[src/design/psr_pkg.sv]
`default_nettype none

package psr_pkg;

    localparam int SAMPLE_W  = 16;
    localparam int GAIN_W    = 16;
    localparam int STEP_W    = 16;
    localparam int PHASE_W   = 17;
    localparam int GAIN_FRAC = 12;
    localparam int CFG_IDX_W = 2;
    localparam int CFG_DAT_W = 16;
    localparam int PC_W      = 4;

    localparam logic [CFG_IDX_W-1:0] CFG_PITCH_STEP = 2'd0;
    localparam logic [CFG_IDX_W-1:0] CFG_GAIN_LEFT  = 2'd1;
    localparam logic [CFG_IDX_W-1:0] CFG_GAIN_RIGHT = 2'd2;
    localparam logic [CFG_IDX_W-1:0] CFG_MONO_MODE  = 2'd3;

    localparam logic [STEP_W-1:0] PITCH_STEP_RST = 16'd4096;
    localparam logic [GAIN_W-1:0] GAIN_RST       = 16'd2896;

    typedef logic [PC_W-1:0] t_pc;

    // Program addresses
    localparam t_pc A_WAIT  = 4'd0;
    localparam t_pc A_PRCHK = 4'd1;
    localparam t_pc A_CHK   = 4'd2;
    localparam t_pc A_RUNCK = 4'd3;
    localparam t_pc A_MIX_L = 4'd4;
    localparam t_pc A_GN_L  = 4'd5;
    localparam t_pc A_RND_L = 4'd6;
    localparam t_pc A_MIX_R = 4'd7;
    localparam t_pc A_GN_R  = 4'd8;
    localparam t_pc A_RND_R = 4'd9;
    localparam t_pc A_EMIT  = 4'd10;
    localparam t_pc A_LOOP  = 4'd11;
    localparam t_pc A_SKIP  = 4'd12;
    localparam t_pc A_FIN   = 4'd13;
    localparam t_pc A_PRIME = 4'd14;

    typedef enum logic [3:0] {
        OP_NOP,
        OP_LATCH,
        OP_PRIME,
        OP_MIX_L,
        OP_MIX_R,
        OP_GAIN_L,
        OP_GAIN_R,
        OP_ROUND_L,
        OP_ROUND_R,
        OP_EMIT,
        OP_ADD_STEP,
        OP_FINISH
    } t_op;

    typedef enum logic [2:0] {
        C_NONE,
        C_ALWAYS,
        C_NO_IN,
        C_UNPRIMED,
        C_PHASE_HI,
        C_RUN_FULL,
        C_OUT_BUSY,
        C_NEXT_LOW
    } t_cond;

    typedef struct packed {
        t_op   op;
        t_cond cond;
        t_pc   target;
    } t_ctrl;

    typedef struct packed {
        logic in_fire;
        logic primed;
        logic phase_hi;
        logic run_full;
        logic out_busy;
        logic next_low;
    } t_status;

    // Microprogram: branch to target when cond holds, else fall through.
    function automatic t_ctrl ucode(input t_pc addr);
        t_ctrl w;
        case (addr)
            A_WAIT:  w = '{OP_LATCH,    C_NO_IN,    A_WAIT};
            A_PRCHK: w = '{OP_NOP,      C_UNPRIMED, A_PRIME};
            A_CHK:   w = '{OP_NOP,      C_PHASE_HI, A_FIN};
            A_RUNCK: w = '{OP_NOP,      C_RUN_FULL, A_SKIP};
            A_MIX_L: w = '{OP_MIX_L,    C_NONE,     A_WAIT};
            A_GN_L:  w = '{OP_GAIN_L,   C_NONE,     A_WAIT};
            A_RND_L: w = '{OP_ROUND_L,  C_NONE,     A_WAIT};
            A_MIX_R: w = '{OP_MIX_R,    C_NONE,     A_WAIT};
            A_GN_R:  w = '{OP_GAIN_R,   C_NONE,     A_WAIT};
            A_RND_R: w = '{OP_ROUND_R,  C_NONE,     A_WAIT};
            A_EMIT:  w = '{OP_EMIT,     C_OUT_BUSY, A_EMIT};
            A_LOOP:  w = '{OP_NOP,      C_ALWAYS,   A_CHK};
            A_SKIP:  w = '{OP_ADD_STEP, C_NEXT_LOW, A_SKIP};
            A_FIN:   w = '{OP_FINISH,   C_ALWAYS,   A_WAIT};
            A_PRIME: w = '{OP_PRIME,    C_ALWAYS,   A_WAIT};
            default: w = '{OP_NOP,      C_ALWAYS,   A_WAIT};
        endcase
        return w;
    endfunction

endpackage

`default_nettype wire

[src/design/psr_if.sv]
`default_nettype none

interface psr_in_if import psr_pkg::*; ();
    logic                       valid;
    logic                       ready;
    logic signed [SAMPLE_W-1:0] sample_left;
    logic signed [SAMPLE_W-1:0] sample_right;

    modport source (output valid, output sample_left, output sample_right, input ready);
    modport sink   (input valid, input sample_left, input sample_right, output ready);
endinterface

interface psr_out_if import psr_pkg::*; ();
    logic                       valid;
    logic                       ready;
    logic signed [SAMPLE_W-1:0] out_left;
    logic signed [SAMPLE_W-1:0] out_right;
    logic                       last_of_run;

    modport source (output valid, output out_left, output out_right, output last_of_run,
                    input ready);
    modport sink   (input valid, input out_left, input out_right, input last_of_run,
                    output ready);
endinterface

interface psr_cfg_if import psr_pkg::*; ();
    logic                 valid;
    logic                 ready;
    logic [CFG_IDX_W-1:0] index;
    logic [CFG_DAT_W-1:0] data;

    modport source (output valid, output index, output data, input ready);
    modport sink   (input valid, input index, input data, output ready);
endinterface

`default_nettype wire

[src/design/psr_sequencer.sv]
`default_nettype none

module psr_sequencer import psr_pkg::*; (
    input  wire     i_clk,
    input  wire     i_rst_n,
    input  t_status i_stat,
    output t_ctrl   o_ctrl
);

    t_pc   r_pc;
    t_pc   n_pc;
    t_ctrl w_ctrl;
    logic  w_take;

    assign w_ctrl = ucode(r_pc);
    assign o_ctrl = w_ctrl;

    always_comb begin
        case (w_ctrl.cond)
            C_NONE:     w_take = 1'b0;
            C_ALWAYS:   w_take = 1'b1;
            C_NO_IN:    w_take = !i_stat.in_fire;
            C_UNPRIMED: w_take = !i_stat.primed;
            C_PHASE_HI: w_take = i_stat.phase_hi;
            C_RUN_FULL: w_take = i_stat.run_full;
            C_OUT_BUSY: w_take = i_stat.out_busy;
            C_NEXT_LOW: w_take = i_stat.next_low;
            default:    w_take = 1'b0;
        endcase
        n_pc = w_take ? w_ctrl.target : t_pc'(r_pc + t_pc'(1));
    end

    always_ff @(posedge i_clk) begin
        if (!i_rst_n) begin
            r_pc <= A_WAIT;
        end else begin
            r_pc <= n_pc;
        end
    end

endmodule

`default_nettype wire

[src/design/psr_datapath.sv]
`default_nettype none

module psr_datapath import psr_pkg::*; #(
    parameter int FRAC_BITS = 12,
    parameter int MAX_RUN   = 16
) (
    input  wire                i_clk,
    input  wire                i_rst_n,
    input  t_ctrl              i_ctrl,
    output t_status            o_stat,
    input  wire [STEP_W-1:0]   i_step,
    input  wire [GAIN_W-1:0]   i_gain_left,
    input  wire [GAIN_W-1:0]   i_gain_right,
    input  wire                i_mono,
    psr_in_if.sink             i_in,
    psr_out_if.source          o_out
);

    localparam int MIX_W  = FRAC_BITS + 17;
    localparam int DF_W   = FRAC_BITS + 18;
    localparam int PROD_W = MIX_W + 17;
    localparam int SH     = FRAC_BITS + GAIN_FRAC;
    localparam int RUN_W  = $clog2(MAX_RUN + 1);
    localparam logic [PHASE_W-1:0]       PHASE_ONE = PHASE_W'(1) << FRAC_BITS;
    localparam logic signed [PROD_W-1:0] RND      = PROD_W'(1) <<< (SH - 1);
    localparam logic signed [PROD_W-1:0] SAT_HI   = PROD_W'(32767);
    localparam logic signed [PROD_W-1:0] SAT_LO   = PROD_W'(-32768);

    logic signed [SAMPLE_W-1:0] r_cur_l, r_cur_r, r_prev_l, r_prev_r;
    logic signed [SAMPLE_W-1:0] r_res_l, r_res_r;
    logic signed [SAMPLE_W-1:0] r_out_l, r_out_r;
    logic                       r_out_last;
    logic                       r_out_valid;
    logic signed [MIX_W-1:0]    r_mix;
    logic signed [PROD_W-1:0]   r_prod;
    logic [PHASE_W-1:0]         r_phase;
    logic [RUN_W-1:0]           r_run;
    logic                       r_primed;

    logic signed [SAMPLE_W-1:0] w_a, w_b;
    logic signed [SAMPLE_W:0]   w_diff;
    logic signed [FRAC_BITS:0]  w_frac;
    logic signed [DF_W-1:0]     w_dfrac;
    logic signed [MIX_W-1:0]    w_mix;
    logic signed [GAIN_W:0]     w_gain;
    logic signed [PROD_W-1:0]   w_prod;
    logic signed [PROD_W-1:0]   w_shr;
    logic signed [SAMPLE_W-1:0] w_sat;
    logic [PHASE_W-1:0]         w_phase_step;
    logic [RUN_W-1:0]           w_run_inc;
    logic                       w_in_fire;
    logic                       w_out_busy;
    logic                       w_emit;

    assign w_in_fire  = i_in.valid && i_in.ready;
    assign w_out_busy = r_out_valid && !o_out.ready;
    assign w_emit     = (i_ctrl.op == OP_EMIT) && !w_out_busy;

    // prev*(1-frac) + cur*frac, folded to prev + (cur-prev)*frac
    always_comb begin
        w_a     = (i_ctrl.op == OP_MIX_R) ? r_prev_r : r_prev_l;
        w_b     = (i_ctrl.op == OP_MIX_R) ? r_cur_r  : r_cur_l;
        w_diff  = (SAMPLE_W+1)'(w_b) - (SAMPLE_W+1)'(w_a);
        w_frac  = $signed({1'b0, r_phase[FRAC_BITS-1:0]});
        w_dfrac = DF_W'(w_diff) * DF_W'(w_frac);
        w_mix   = MIX_W'(w_dfrac) + (MIX_W'(w_a) <<< FRAC_BITS);
    end

    always_comb begin
        w_gain = $signed({1'b0, (i_ctrl.op == OP_GAIN_R) ? i_gain_right : i_gain_left});
        w_prod = PROD_W'(r_mix) * PROD_W'(w_gain);
    end

    // Round half up, then clamp to 16 bits
    always_comb begin
        w_shr = (r_prod + RND) >>> SH;
        if (w_shr > SAT_HI) begin
            w_sat = SAT_HI[SAMPLE_W-1:0];
        end else if (w_shr < SAT_LO) begin
            w_sat = SAT_LO[SAMPLE_W-1:0];
        end else begin
            w_sat = w_shr[SAMPLE_W-1:0];
        end
    end

    assign w_phase_step = r_phase + PHASE_W'(i_step);
    assign w_run_inc    = RUN_W'(r_run + RUN_W'(1));

    assign o_stat.in_fire  = w_in_fire;
    assign o_stat.primed   = r_primed;
    assign o_stat.phase_hi = (r_phase >= PHASE_ONE);
    assign o_stat.run_full = (r_run == RUN_W'(MAX_RUN));
    assign o_stat.out_busy = w_out_busy;
    assign o_stat.next_low = (w_phase_step < PHASE_ONE);

    assign i_in.ready        = (i_ctrl.op == OP_LATCH);
    assign o_out.valid       = r_out_valid;
    assign o_out.out_left    = r_out_l;
    assign o_out.out_right   = r_out_r;
    assign o_out.last_of_run = r_out_last;

    always_ff @(posedge i_clk) begin
        if (!i_rst_n) begin
            r_out_valid <= 1'b0;
            r_phase     <= '0;
            r_run       <= '0;
            r_primed    <= 1'b0;
        end else begin
            if (w_emit) begin
                r_out_valid <= 1'b1;
            end else if (o_out.ready) begin
                r_out_valid <= 1'b0;
            end
            case (i_ctrl.op)
                OP_PRIME: begin
                    r_primed <= 1'b1;
                end
                OP_EMIT: begin
                    if (!w_out_busy) begin
                        r_phase <= w_phase_step;
                        r_run   <= w_run_inc;
                    end
                end
                OP_ADD_STEP: begin
                    r_phase <= w_phase_step;
                end
                OP_FINISH: begin
                    r_phase <= r_phase - PHASE_ONE;
                    r_run   <= '0;
                end
                default: begin
                end
            endcase
        end
    end

    always_ff @(posedge i_clk) begin
        if (w_in_fire) begin
            r_cur_l <= i_in.sample_left;
            r_cur_r <= i_mono ? i_in.sample_left : i_in.sample_right;
        end
        if (w_emit) begin
            r_out_l    <= r_res_l;
            r_out_r    <= r_res_r;
            r_out_last <= !o_stat.next_low || (w_run_inc == RUN_W'(MAX_RUN));
        end
        case (i_ctrl.op)
            OP_MIX_L, OP_MIX_R: begin
                r_mix <= w_mix;
            end
            OP_GAIN_L, OP_GAIN_R: begin
                r_prod <= w_prod;
            end
            OP_ROUND_L: begin
                r_res_l <= w_sat;
            end
            OP_ROUND_R: begin
                r_res_r <= w_sat;
            end
            OP_PRIME, OP_FINISH: begin
                r_prev_l <= r_cur_l;
                r_prev_r <= r_cur_r;
            end
            default: begin
            end
        endcase
    end

endmodule

`default_nettype wire

[src/design/pitched_stereo_resampler_core.sv]
`default_nettype none

// Channel  Dir  Payload                                 Request on
// i_in     in   sample_left, sample_right               valid && ready
// o_out    out  out_left, out_right, last_of_run        valid && ready
// i_cfg    in   index (0 pitch, 1 gain L, 2 gain R,     valid && ready (ready tied high)
//               3 mono), data
//
// A microprogram of 15 control words runs one shared multiply/round datapath.
// A run cut at MAX_RUN adds phase-skip steps until the phase reaches one.
// Input is taken only at the wait step; the output register holds one pair, so
// a stalled sink stalls the emit step and nothing else. Reset is synchronous.

module pitched_stereo_resampler_core import psr_pkg::*; #(
    parameter int FRAC_BITS = 12,
    parameter int MAX_RUN   = 16
) (
    input  wire        i_clk,
    input  wire        i_rst_n,
    psr_in_if.sink     i_in,
    psr_out_if.source  o_out,
    psr_cfg_if.sink    i_cfg
);

    logic [STEP_W-1:0] r_pitch_step;
    logic [GAIN_W-1:0] r_gain_left;
    logic [GAIN_W-1:0] r_gain_right;
    logic              r_mono;
    logic [STEP_W-1:0] w_step;
    t_ctrl             w_ctrl;
    t_status           w_stat;

    assign i_cfg.ready = 1'b1;

    // A zero step advances by one LSB
    assign w_step = (r_pitch_step == '0) ? STEP_W'(1) : r_pitch_step;

    always_ff @(posedge i_clk) begin
        if (!i_rst_n) begin
            r_pitch_step <= PITCH_STEP_RST;
            r_gain_left  <= GAIN_RST;
            r_gain_right <= GAIN_RST;
            r_mono       <= 1'b0;
        end else if (i_cfg.valid) begin
            case (i_cfg.index)
                CFG_PITCH_STEP: r_pitch_step <= i_cfg.data;
                CFG_GAIN_LEFT:  r_gain_left  <= i_cfg.data;
                CFG_GAIN_RIGHT: r_gain_right <= i_cfg.data;
                CFG_MONO_MODE:  r_mono       <= i_cfg.data[0];
                default: begin
                end
            endcase
        end
    end

    psr_sequencer u_seq (
        .i_clk   (i_clk),
        .i_rst_n (i_rst_n),
        .i_stat  (w_stat),
        .o_ctrl  (w_ctrl)
    );

    psr_datapath #(
        .FRAC_BITS (FRAC_BITS),
        .MAX_RUN   (MAX_RUN)
    ) u_dp (
        .i_clk        (i_clk),
        .i_rst_n      (i_rst_n),
        .i_ctrl       (w_ctrl),
        .o_stat       (w_stat),
        .i_step       (w_step),
        .i_gain_left  (r_gain_left),
        .i_gain_right (r_gain_right),
        .i_mono       (r_mono),
        .i_in         (i_in),
        .o_out        (o_out)
    );

    // A frame taken while unprimed leads, through the prime-check and prime steps, to the primed flag
    a_prime: assert property (@(posedge i_clk) disable iff (!i_rst_n)
        i_in.valid && i_in.ready && !w_stat.primed |-> ##3 w_stat.primed)
        else $error("priming frame did not set primed");

    // A pair leaves only with the phase below one and the run not full
    a_emit: assert property (@(posedge i_clk) disable iff (!i_rst_n)
        w_ctrl.op == OP_EMIT && !w_stat.out_busy |-> !w_stat.phase_hi && !w_stat.run_full)
        else $error("pair emitted outside a run");

    // Silent phase advance only happens after a run was cut short
    a_skip: assert property (@(posedge i_clk) disable iff (!i_rst_n)
        w_ctrl.op == OP_ADD_STEP |-> w_stat.run_full && !w_stat.phase_hi)
        else $error("phase skip outside a full run");

endmodule

`default_nettype wire
[src/flat_wrapper.sv]
// flat-port wrapper written by rule: the top's interface ports become plain ports
module pitched_stereo_resampler_core_flat import psr_pkg::*;
#(
    parameter int FRAC_BITS = 12,
    parameter int MAX_RUN   = 16
)
  (i_clk, i_rst_n, i_in_valid, i_in_sample_left, i_in_sample_right, i_in_ready, o_out_valid, o_out_out_left, o_out_out_right, o_out_last_of_run, o_out_ready, i_cfg_valid, i_cfg_index, i_cfg_data, i_cfg_ready);
  psr_in_if i_in_i ();
  psr_out_if o_out_i ();
  psr_cfg_if i_cfg_i ();
  input  wire i_clk;
  input  wire i_rst_n;
  input wire logic [$bits(i_in_i.valid)-1:0] i_in_valid;
  input wire logic [$bits(i_in_i.sample_left)-1:0] i_in_sample_left;
  input wire logic [$bits(i_in_i.sample_right)-1:0] i_in_sample_right;
  output wire logic [$bits(i_in_i.ready)-1:0] i_in_ready;
  output wire logic [$bits(o_out_i.valid)-1:0] o_out_valid;
  output wire logic [$bits(o_out_i.out_left)-1:0] o_out_out_left;
  output wire logic [$bits(o_out_i.out_right)-1:0] o_out_out_right;
  output wire logic [$bits(o_out_i.last_of_run)-1:0] o_out_last_of_run;
  input wire logic [$bits(o_out_i.ready)-1:0] o_out_ready;
  input wire logic [$bits(i_cfg_i.valid)-1:0] i_cfg_valid;
  input wire logic [$bits(i_cfg_i.index)-1:0] i_cfg_index;
  input wire logic [$bits(i_cfg_i.data)-1:0] i_cfg_data;
  output wire logic [$bits(i_cfg_i.ready)-1:0] i_cfg_ready;
  assign i_in_i.valid = i_in_valid;
  assign i_in_i.sample_left = i_in_sample_left;
  assign i_in_i.sample_right = i_in_sample_right;
  assign i_in_ready = i_in_i.ready;
  assign o_out_valid = o_out_i.valid;
  assign o_out_out_left = o_out_i.out_left;
  assign o_out_out_right = o_out_i.out_right;
  assign o_out_last_of_run = o_out_i.last_of_run;
  assign o_out_i.ready = o_out_ready;
  assign i_cfg_i.valid = i_cfg_valid;
  assign i_cfg_i.index = i_cfg_index;
  assign i_cfg_i.data = i_cfg_data;
  assign i_cfg_ready = i_cfg_i.ready;
  pitched_stereo_resampler_core #(.FRAC_BITS(FRAC_BITS), .MAX_RUN(MAX_RUN)) u_core (.i_clk(i_clk), .i_rst_n(i_rst_n), .i_in(i_in_i), .o_out(o_out_i), .i_cfg(i_cfg_i));
endmodule
[config.mk]
export PLATFORM = sky130hd
export DESIGN_NAME = pitched_stereo_resampler_core_flat
export DESIGN_NICKNAME = d
export VERILOG_FILES = /design/src/design/psr_pkg.sv /design/src/design/psr_if.sv /design/src/design/psr_sequencer.sv /design/src/design/psr_datapath.sv /design/src/design/pitched_stereo_resampler_core.sv /design/src/flat_wrapper.sv
export SDC_FILE = /design/constraint.sdc
export NUM_CORES = 2
export LEC_CHECK = 0
export BUFFER_PORTS_ARGS = -buffer_cell sky130_fd_sc_hd__buf_2
export CAP_MARGIN = 5
export CORE_MARGIN = 2
export CORE_UTILIZATION = 55
export DETAILED_ROUTE_END_ITERATION = 12
export MAX_ROUTING_LAYER = met4
export PLACE_DENSITY = 0.72
export SYNTH_ARGS = -nofsm -noshare
export SYNTH_HDL_FRONTEND = slang
export SYNTH_SLANG_ARGS = --single-unit
[constraint.sdc]
create_clock -name i_clk -period 13 [get_ports i_clk]
set_input_delay 2.6 -clock i_clk [delete_from_list [all_inputs] [get_ports i_clk]]
set_output_delay 2.6 -clock i_clk [all_outputs]
set_load 0.02 [all_outputs]
==> flow_metrics.tcl <==
set metrics [dict create \
    path_max_fanout 32 \
    fin_crit_ns 11.03 \
    cts_made_buffers 34 \
    crit_arrival_ns 11.32 \
    grt.overflow.total 0 \
    fp-row-count 92 \
    report.final.setup_viol 0 \
    hold_viol 0 \
    synth_top_area_frac 0.368 \
    synth-async-reset-ratio 0 \
    root_buffer "clkbuf_16" \
    fin_area_sq_mm 0.0375 \
    area_delta_synth_final_pct 6.66 \
    path_class "register to register" \
    synth_edf_count 181 \
    die_y_microns 257 \
    post_cts_buffers 0 \
    cpMostUsedCell "fa_1" \
    coreArea_sq_mm 0.0632 \
    crit_path_start "u_core.u_seq.o_ctrl[10]$_SDFF_PN0_" \
    yosys_most_used_dff "edfxtp_1" \
    first_pass_iters 5 \
    clock-sinks 269 \
    tightest_slew_ns 1.17 \
    yosys-top-cells-area "fa_1 37%, edfxtp_1 15%, ha_1 8.1%" \
    maxCapViolCount 0 \
    yosysTopAreaCell "fa_1" \
    grt_antenna_before_repair 0 \
    drc 0 \
    hold_buffers 0 \
    start_util 0.557 \
    first_global_vias 25600 \
    crit_required_ns 13.29 \
    fin_cells 4443 \
    num_antenna_cells 0 \
    fin_nets 4499 \
    hpwl_microns 59900 \
    synth_seq_area_share 0.205 \
    drtIter0Drc 1332 \
    cts_resized 0 \
    wirelength_microns 77700 \
    min_path_type "register to register" \
    pin_count 91 \
    endpoint "u_core.u_dp.r_mix[28]$_DFFE_PP_" \
    clk_pin_slew_worst_paths_ns 0.06 \
    cts_buffer_depth 3 \
    netlist_area_sq_mm 0.0352 \
    syn_avg_cell_area_sq_um 9.83 \
    skew_ns 0.0411 \
    fmax_mhz 90.7 \
    track_usage 0.255 \
    placed_area_sq_mm 0.0364 \
    cts_tree "yes" \
    crit_slowest_cell "o21ai_0" \
    grt_pass1_wl_microns 130000 \
    grt_max_degree 82 \
    rsz0062_at_grt "false" \
    ctsHtreeMaxLevel 2 \
    finalCritPeriodShare 0.848 \
    place_inst 4381 \
    dieArea_sq_mm 0.0660 \
    setup_tns_ns 0 \
    regArea_sq_mm 0.00720 \
    ff2ff_path_depth 37 \
    yosys.cell_count.top_type "inv_1" \
    end_kind "register" \
    r2r_setup_slack_ns 1.97 \
    syn_nets 4506 \
    fill_cells 5279 \
    dieWidth_microns 257 \
    multi_input_area_sq_mm 0.0247 \
    gp_routability_congestion 0.899 \
    ys_warn_count 0 \
    synthTopCellsByCount "728 x inv_1, 646 x fa_1, 523 x nand2_1" \
    startpoint_type "register" \
    worstSkewPairLatency_ns 0.56 \
    route.vias.total 23700 \
    status "finished, final reports clean" \
    io_buffers 89 \
    routed_via_density 5.32 \
    layout-drive-gt1-share 0.0717 \
    r2r_start "u_core.u_seq.o_ctrl[10]$_SDFF_PN0_" \
    crit_path_max_incr_delay_ns 0.91 \
    slew_headroom 0.213 \
    hold_start "u_core.u_dp.r_res_r[2]$_DFFE_PN_" \
    ys_ff_latch 269 \
    slew_viol_final 0 \
    syn_inst 3578 \
    reg2reg_to "u_core.u_dp.r_mix[28]$_DFFE_PP_" \
    wl_per_cell_microns 17.5 \
    yosys.cell_types.count 78 \
    ant_nets 0 \
]
==> area by class of cell <==
type / instances / area share
well taps: 846 / 0.0282
clock inverters: 19 / 0.00470
repair buffers: 124 / 0.0189
flip-flops and latches: 269 / 0.192
inverters: 729 / 0.0729
multi-input cells: 2413 / 0.657
clock buffers: 43 / 0.0261
==> worst max-delay path, delay by kind of cell (launching register included) <==
kind,cells,cell delay [ns]
adder cells (fa/ha/maj),8,3.45
buffers and inverters,5,0.72
XOR/XNOR,1,0.12
multiplexers,1,0.48
AO/OA/AOI/OAI,17,4.64
AND/OR/NAND/NOR,5,1.01
flip-flops,1,0.36
==> cell families (layout without fill, tap and decap cells) <==
group,count (synthesis),in the layout,share of synthesized area
compound gates,269,269,0.0513
xor+xnor,112,112,0.0279
fa+ha+maj,873,873,0.448
buf+inv,896,915,0.0960
flops,269,269,0.205
mux,78,78,0.0239
other cells,1,1,0.000107
simple gates,1080,1080,0.148
==> worst min path at each step <==
stage / depth (start not counted) / endpoint / slack [ns]
6_report: 0 / u_core.u_dp.o_out.out_right[2]$_DFFE_PP_ / 0.42
5_1_grt: 0 / u_core.u_dp.o_out.out_left[15]$_DFFE_PP_ / 0.42
4_1_cts: 0 / u_core.u_dp.o_out.out_right[2]$_DFFE_PP_ / 0.42
3_5_place_dp: 0 / u_core.u_dp.o_out.out_right[2]$_DFFE_PP_ / 0.40
3_3_place_gp: 0 / u_core.u_dp.o_out.out_right[3]$_DFFE_PP_ / 0.40
2_1_floorplan: 0 / u_core.u_dp.o_out.out_left[0]$_DFFE_PP_ / 0.40
==> routing by layer <==
metal  wire length (microns)  GRT usage  part of all wire  vias to the layer above
li1                        -          -                 -                    10900
met1                   31500      0.314              0.41                    11900
met2                   39200      0.439              0.50                      721
met3                    4100     0.0283             0.053                      192
met4                    2880     0.0879             0.037                        0
met5                       0          -                 0                        -
==> state kept, by name, summed over array words and instances, names as in the netlist, 4 cells and up <==
signal / count
u_core.u_dp.r_mix: 29
u_core.u_dp.r_prod: 23
u_core.u_dp.r_phase: 17
u_core.r_gain_left: 16
u_core.r_gain_right: 16
u_core.r_pitch_step: 16
u_core.u_dp.o_out.out_left: 16
u_core.u_dp.o_out.out_right: 16
u_core.u_dp.r_cur_l: 16
u_core.u_dp.r_cur_r: 16
u_core.u_dp.r_prev_l: 16
u_core.u_dp.r_prev_r: 16
u_core.u_dp.r_res_l: 16
u_core.u_dp.r_res_r: 16
u_core.u_seq.o_ctrl: 11
u_core.u_dp.r_run: 5
u_core.u_seq.r_pc: 4
==> placed cells by master, fill, tap and decap left out, types with 9 or more instances in the layout <==
cell type  synthesis  final
nand2b_1          24     24
xor2_1            35     35
o21bai_1           9      9
xnor2_1           77     77
nand3_1           44     44
dfxtp_1           88     88
o21ai_0           56     56
ha_1             227    227
clkbuf_16          0     37
mux2i_1           34     29
mux2_2            43     43
edfxtp_1         181    181
nand4_1            9      9
buf_2              2     89
fa_1             646    646
buf_4              1     35
nor3_1            25     23
a21oi_1           56     55
nand2_1          523    523
o21a_1             9      9
nor2_1            78     75
a21o_1            21     21
inv_1            728    728
a21boi_0          46     46
and2_1           156    156
nor2b_1          167    167
and3_1            16     15
==> through the flow <==
| step | hold WS [ns] | util | setup slack [ns] |
|---|---|---|---|
| floorplan | 0.400 | - | 3.20 |
| global placement | 0.401 | 0.576 | 2.38 |
| detailed placement | 0.405 | 0.576 | 2.21 |
| CTS | 0.417 | 0.594 | 2.20 |
| global route | 0.423 | 0.594 | 1.10 |
| finish | 0.416 | 0.594 | 1.97 |
Power is left out: the tool's default activity adds up to more than one toggle a clock period on the data nets, which glitch-free logic cannot reach.
